## src/sv/spt_pkg.sv

```systemverilog
`timescale 1ns / 1ps
// Shared types and constants for the shortest-path tree block.
// No dependencies.
package spt_pkg;

    localparam int unsigned KIND_W = 2;
    localparam int unsigned VID_W  = 6;
    localparam int unsigned WGT_W  = 16;
    localparam int unsigned LINE_W = 5;

    // Operation codes of an input transfer
    localparam logic [KIND_W-1:0] KIND_CLEAR = 2'd0;
    localparam logic [KIND_W-1:0] KIND_ADD   = 2'd1;
    localparam logic [KIND_W-1:0] KIND_QUERY = 2'd2;

    // Stored edge: src, dst, weight, line, direction
    typedef struct packed {
        logic [VID_W-1:0]  src;
        logic [VID_W-1:0]  dst;
        logic [WGT_W-1:0]  cost;
        logic [LINE_W-1:0] line;
        logic              dir;
    } t_edge;

    // Path record of a vertex
    typedef struct packed {
        logic [VID_W-1:0]  pred;
        logic [LINE_W-1:0] line;
        logic              dir;
        logic [WGT_W-1:0]  cost;
    } t_rec;

    // Commands from controller to datapath
    typedef struct packed {
        logic load_in;     // capture input fields
        logic clr_graph;   // edge count and overflow to zero
        logic add_edge;    // write captured edge
        logic q_init;      // clear flags, start node scan
        logic scan_step;   // examine one vertex in min search
        logic settle;      // settle chosen vertex, start edge walk
        logic edge_rd;     // issue edge read
        logic edge_proc;   // evaluate edge read data
        logic out_rd;      // issue result read
        logic out_load;    // fill output register
    } t_cmd;

    // Status from datapath to controller
    typedef struct packed {
        logic [KIND_W-1:0] kind;
        logic start_ok;
        logic scan_done;
        logic found;
        logic edge_done;
        logic out_done;
    } t_sts;

endpackage

```

## src/sv/spt_ctrl.sv

```systemverilog
`timescale 1ns / 1ps
// Controller state machine: sequences graph loads, the Dijkstra rounds and the
// result stream. Depends on spt_pkg.
module spt_ctrl (
    input  logic          i_clk,
    input  logic          i_rst_n,
    input  logic          i_valid,
    output logic          o_ready,
    output logic          o_valid,
    input  logic          i_ready,
    input  spt_pkg::t_sts i_sts,
    output spt_pkg::t_cmd o_cmd
);
    typedef enum logic [3:0] {
        S_IDLE, S_DECODE, S_INIT, S_SCAN, S_SETTLE, S_ERD, S_EPROC1, S_EPROC2,
        S_ORD, S_OLOAD, S_OSEND
    } t_state;

    t_state r_state, n_state;
    logic   r_valid, n_valid;

    assign o_ready = (r_state == S_IDLE);
    assign o_valid = r_valid;

    always_comb begin
        n_state = r_state;
        n_valid = r_valid;
        o_cmd   = '0;
        unique case (r_state)
            S_IDLE: begin
                if (i_valid) begin
                    o_cmd.load_in = 1'b1;
                    n_state = S_DECODE;
                end
            end
            S_DECODE: begin
                priority case (i_sts.kind)
                    spt_pkg::KIND_CLEAR: begin
                        o_cmd.clr_graph = 1'b1;
                        n_state = S_IDLE;
                    end
                    spt_pkg::KIND_ADD: begin
                        o_cmd.add_edge = 1'b1;
                        n_state = S_IDLE;
                    end
                    spt_pkg::KIND_QUERY: begin
                        o_cmd.q_init = 1'b1;
                        n_state = i_sts.start_ok ? S_SCAN : S_ORD;
                    end
                    default: n_state = S_IDLE;
                endcase
            end
            S_SCAN: begin
                o_cmd.scan_step = 1'b1;
                if (i_sts.scan_done) begin
                    n_state = i_sts.found ? S_SETTLE : S_ORD;
                end
            end
            S_SETTLE: begin
                o_cmd.settle = 1'b1;
                n_state = S_ERD;
            end
            S_ERD: begin
                if (i_sts.edge_done) begin
                    // restart search for next round
                    o_cmd.q_init = 1'b0;
                    n_state = S_INIT;
                end else begin
                    o_cmd.edge_rd = 1'b1;
                    n_state = S_EPROC1;
                end
            end
            S_EPROC1: begin
                // edge data arrives, target distance read issued
                o_cmd.edge_proc = 1'b1;
                n_state = S_EPROC2;
            end
            S_EPROC2: begin
                // target distance arrives, relax
                o_cmd.edge_proc = 1'b1;
                n_state = S_ERD;
            end
            S_INIT: begin
                o_cmd.edge_proc = 1'b0;
                n_state = S_SCAN;
            end
            S_ORD: begin
                if (i_sts.out_done) begin
                    n_state = S_IDLE;
                end else begin
                    o_cmd.out_rd = 1'b1;
                    n_state = S_OLOAD;
                end
            end
            S_OLOAD: begin
                o_cmd.out_load = 1'b1;
                n_valid = 1'b1;
                n_state = S_OSEND;
            end
            S_OSEND: begin
                if (i_ready) begin
                    n_valid = 1'b0;
                    n_state = S_ORD;
                end
            end
            default: n_state = S_IDLE;
        endcase
    end

    always_ff @(posedge i_clk) begin
        if (!i_rst_n) begin
            r_state <= S_IDLE;
            r_valid <= 1'b0;
        end else begin
            r_state <= n_state;
            r_valid <= n_valid;
        end
    end
endmodule

```

## config.mk

```make
export PLATFORM = sky130hd
export DESIGN_NAME = spt_ctrl
export DESIGN_NICKNAME = d
export VERILOG_FILES = /design/src/sv/spt_pkg.sv /design/src/sv/spt_ctrl.sv
export SDC_FILE = /design/constraint.sdc
export NUM_CORES = 1
export LEC_CHECK = 0
export ABC_AREA = 1
export BUFFER_PORTS_ARGS = -buffer_cell sky130_fd_sc_hd__buf_2
export CAP_MARGIN = 20
export CELL_PAD_IN_SITES_DETAIL_PLACEMENT = 1
export CELL_PAD_IN_SITES_GLOBAL_PLACEMENT = 2
export CORE_MARGIN = 2
export CORE_UTILIZATION = 21
export CTS_CLUSTER_DIAMETER = 60
export DETAILED_ROUTE_END_ITERATION = 8
export PLACE_DENSITY = 0.89
export SKIP_CTS_REPAIR_TIMING = 1
export SLEW_MARGIN = 40
export SYNTH_ARGS = -nofsm -noshare
export SYNTH_HDL_FRONTEND = slang
export SYNTH_SLANG_ARGS = --single-unit
```

## constraint.sdc

```tcl
create_clock -name i_clk -period 2.05 [get_ports i_clk]
set_input_delay 0.1025 -clock i_clk [delete_from_list [all_inputs] [get_ports i_clk]]
set_output_delay 0.1025 -clock i_clk [all_outputs]
set_load 0.02 [all_outputs]
```

== After elaboration in Yosys (flattened, before gate mapping) ==
Cells that the tools add are included.
Word-level totals
  logic and storage cells: 50
  register bits: 5
Operators by class
  mux-type cells: 26
  equality and inequality tests: 15
  reduce and logical (&&, ||, !) cells: 7
Operator list (number)
  $pmux W4 S10: 1
  $mux W4: 7
  $eq A4 B3 Y1 const B: 4
  $mux W1: 15
  $eq A4 B4 Y1 const B: 3
  $eq A4 B2 Y1 const B: 2
  $ne A2 B2 Y1 const B: 3
  $eq A4 B1 Y1 const B: 1
  $logic_not A4 Y1: 1
  $reduce_or A2 Y1: 2
  $mux W3: 1
  $reduce_and A3 Y1: 1
  $eq A2 B1 Y1 const B: 1
  $eq A2 B2 Y1 const B: 1
  $logic_not A2 Y1: 1
  $mux W2: 1
  $pmux W1 S2: 1
  $reduce_and A2 Y1: 1
  $reduce_bool A2 Y1: 1

== Longest topological paths before layout ==
  word-level depth: 3
  depth in mapped cells: 8
  gate-level depth less buffers: 8

== Worst setup path before layout ==
No wires, ideal clock.
  path kind: register -> register
  from: register r_state[2]
  to: register r_state[3]
  cell stages (with the launch flop): 9
  data required time: 1932 ps
  clock period less this slack: 1241 ps
  setup slack: 809 ps
  arrival time: 1123 ps
  path through: dfxtp_1 > nor2_4 > inv_2 > nor2_2 > nand2_2 > nand2_1 > nor2_2 > nand2_1 > a21oi_1
Between the ends
  cells in the longest elaborated chain, start to end: 3
  elaborated cells between the ends (all ways): 17
  classes of those cells: eq/ne (13); mux (1); reduce/logical (3)
Ends and longest elaborated chain
  start, declared: RTL line spt_ctrl.sv:19  | t_state r_state, n_state;
  start signal, assigned: RTL line spt_ctrl.sv:115  | r_state <= n_state;
  $eq A4 B3 Y1, or another cell as far along: RTL line spt_ctrl.sv:29  | unique case (r_state)
  $reduce_or A2 Y1 (no line) or $ne A2 B2 Y1 (tied branches)
  $pmux W4 S10 or $reduce_and A3 Y1 (tied branches)
Parallel ways exist; a longest one is shown, timed or not.
A chain may end at the register's enable or synchronous reset.

==> run summary <==
outcome: finished, final reports clean
Final Setup Violations: 0
Clock Latency Late Sink: 0.25 ns
DR iter-0 viols: 2
f_max: 708 MHz
min cycle time layout: 1.41 ns
layout cell share with drive strength beyond 1: 37.0%
final clock skew: 0.00641 ns
CTS tree: yes
CTS Sinks: 5
Pleak: 0.391 nW
largest net degree at the start of global routing: 6
launch point of the worst reg-to-reg path: r_state[1]
routability cong.: 0.756
Die Wd: 49.6 µm
Root Driver: clkbuf_4
worst-path fanout max: 5
Num CTS Buffers: 3
CP Cell Sequence: inv_2 > nor2_4 > nand2_4 > nor3_1 > buf_2
ys flop type: dfxtp_1
I/O pin count: 23
Async SR Flop Fraction: 0%
Worst Max-Slew Pin Slew: 0.223 ns
CP Class: reg -> out
CP endpoint: o_cmd[8]
Avg Inst Size Synth: 5.90 µm²
cell depth of the worst flop-to-flop path: 7
area grow syn2layout: 39.0%
Post-synth top cells: 18 x nand2_1, 14 x inv_1, 11 x nor2_1
maximum VDD drop: 0.000287 V
PD cells: 506 mW/mm²
Vias per Instance: 3.90
Syn Inst Count: 74
Mapped Area: 437 µm²
Post-synth EDFFs: 0
Antenna Nets Post-Route: 0
Synth area leader: dfxtp_1
GR Layer Usage met3: 1.21%
Worst-path clk slew: 0.05 ns
Worst Hold Class: in -> reg
first drt pass iteration count: 3
Worst R2R End: r_state[3]
met1 usage: 12.2%
H-tree levels: 1
CP endpoint kind: primary output
CP startpoint: r_state[0]
Rows: 16
sequential-to-total area share from yosys stat: 22.9%
reg2reg setup slack: 0.80 ns
Syn Nets: 85
Via Count: 495
hold slack: 0.136 ns
diode count: 0
CP Launch Type: flop
global routing's busiest layer: met2
RSZ-0062 raised after global routing: false
DR DRC count: 0
I/O Buffers: 22
routed wire length: 1170 µm
crit-path max cell delay: 0.42 ns
Die Area: 0.00246 mm²
CTS max path bufs: 2
hpwl dp: 1040 µm
Starting Density: 22.3%
met2 Track Usage GR: 17.1%
Synth Register Bits: 5
most common cell in the netlist: nand2_1
Total Nets Final: 112
grt ovf: 0
top cell type's share of synthesized area: 22.9%
YS warnings: 0
Worst EP required: 1.95 ns
Synth cell types: 15
wire length per cell: 9.20 µm
Tot GR Track Use: 10.1%
initial antenna violation count: 0
relative slew slack: 85.1%
vias in the first global route: 465
core area: 0.00196 mm²
Final Cycle Share: 68.9%
first-pass GRT wire length: 1900 µm
Die Ht: 49.6 µm
Max-cap violations: 0
setup TNS: 0 ns
synth top area cells: dfxtp_1 23%, nand2_1 15%, inv_1 12%
Final Hold Violating Endpoints: 0
CP arrival: 1.31 ns
Slew Limit Fails: 0
CP max-delay cell: dfxtp_1
==> critical path: cells and delay by family, from the launching register on <==
family	cells	cell delay [ns]
flip-flops	1	0.42
buffers and inverters	2	0.27
AND/OR/NAND/NOR	3	0.37
==> kinds of logic after synthesis <==
group           Yosys count  share of synthesized area, %
buf+inv                  17                          14.6
simple gates             45                          53.6
compound gates            7                          8.88
flops                     5                          22.9
==> per-stage QoR <==
stage,area (µm²),power [mW],std cells,utilization (%),setup WS [ns]
final,607,0.307,127,30.9,0.637
after global routing,607,0.324,127,30.9,0.541
after CTS,607,0.310,127,30.9,0.644
after detailed placement,581,0.192,123,29.6,0.809
after global placement,581,0.190,123,29.6,0.836
after floorplan,437,0.163,74,-,0.809
==> placed cells by master, fill, tap and decap left out, drive strengths merged <==
cell / Yosys / layout
nand3: 4 / 4
nand2: 21 / 21
dfxtp: 5 / 5
o21ai: 2 / 2
clkbuf: 0 / 4
a22o: 1 / 1
buf: 0 / 22
inv: 17 / 17
nor2: 17 / 17
a21oi: 4 / 4
nor3: 3 / 3
==> registers in the layout, summed over array words and instances (netlist names) <==
signal / count
o_valid: 1
r_state: 4
==> layer usage <==
layer | wire length (µm) | share of wire, %
met5 | 0 | 0
met4 | 17 | 1.5
met3 | 40 | 3.4
met2 | 581 | 50
met1 | 528 | 45
==> cell type report <==
class,count,area [µm²]
well taps,27,33.8
inverters,17,63.8
repair buffers,22,110
multi-input cells,52,273
clock buffers,4,26.3
flip-flops and latches,5,100
fillers,287,1360
==> worst min path at each step <==
stage / to / cells past startpoint / slack [ns] / start
6_report: r_state[0] / 4 / 0.14 / i_sts[3]
5_1_grt: r_state[0] / 4 / 0.17 / i_sts[3]
4_1_cts: r_state[0] / 4 / 0.14 / i_sts[3]
3_5_place_dp: r_state[1] / 3 / 0.40 / i_rst_n
3_3_place_gp: r_state[2] / 3 / 0.39 / i_rst_n
2_1_floorplan: r_state[2] / 2 / 0.28 / i_rst_n
==> report_power, final <==
group          total, mW  switching [mW]  leakage, nW  internal (mW)
logic             0.0825          0.0537        0.336         0.0288
clock network      0.118          0.0441       0.0150         0.0738
registers          0.107         0.00533       0.0406          0.101
total              0.307           0.103        0.391          0.204
Power figures use the tool's default switching activity.
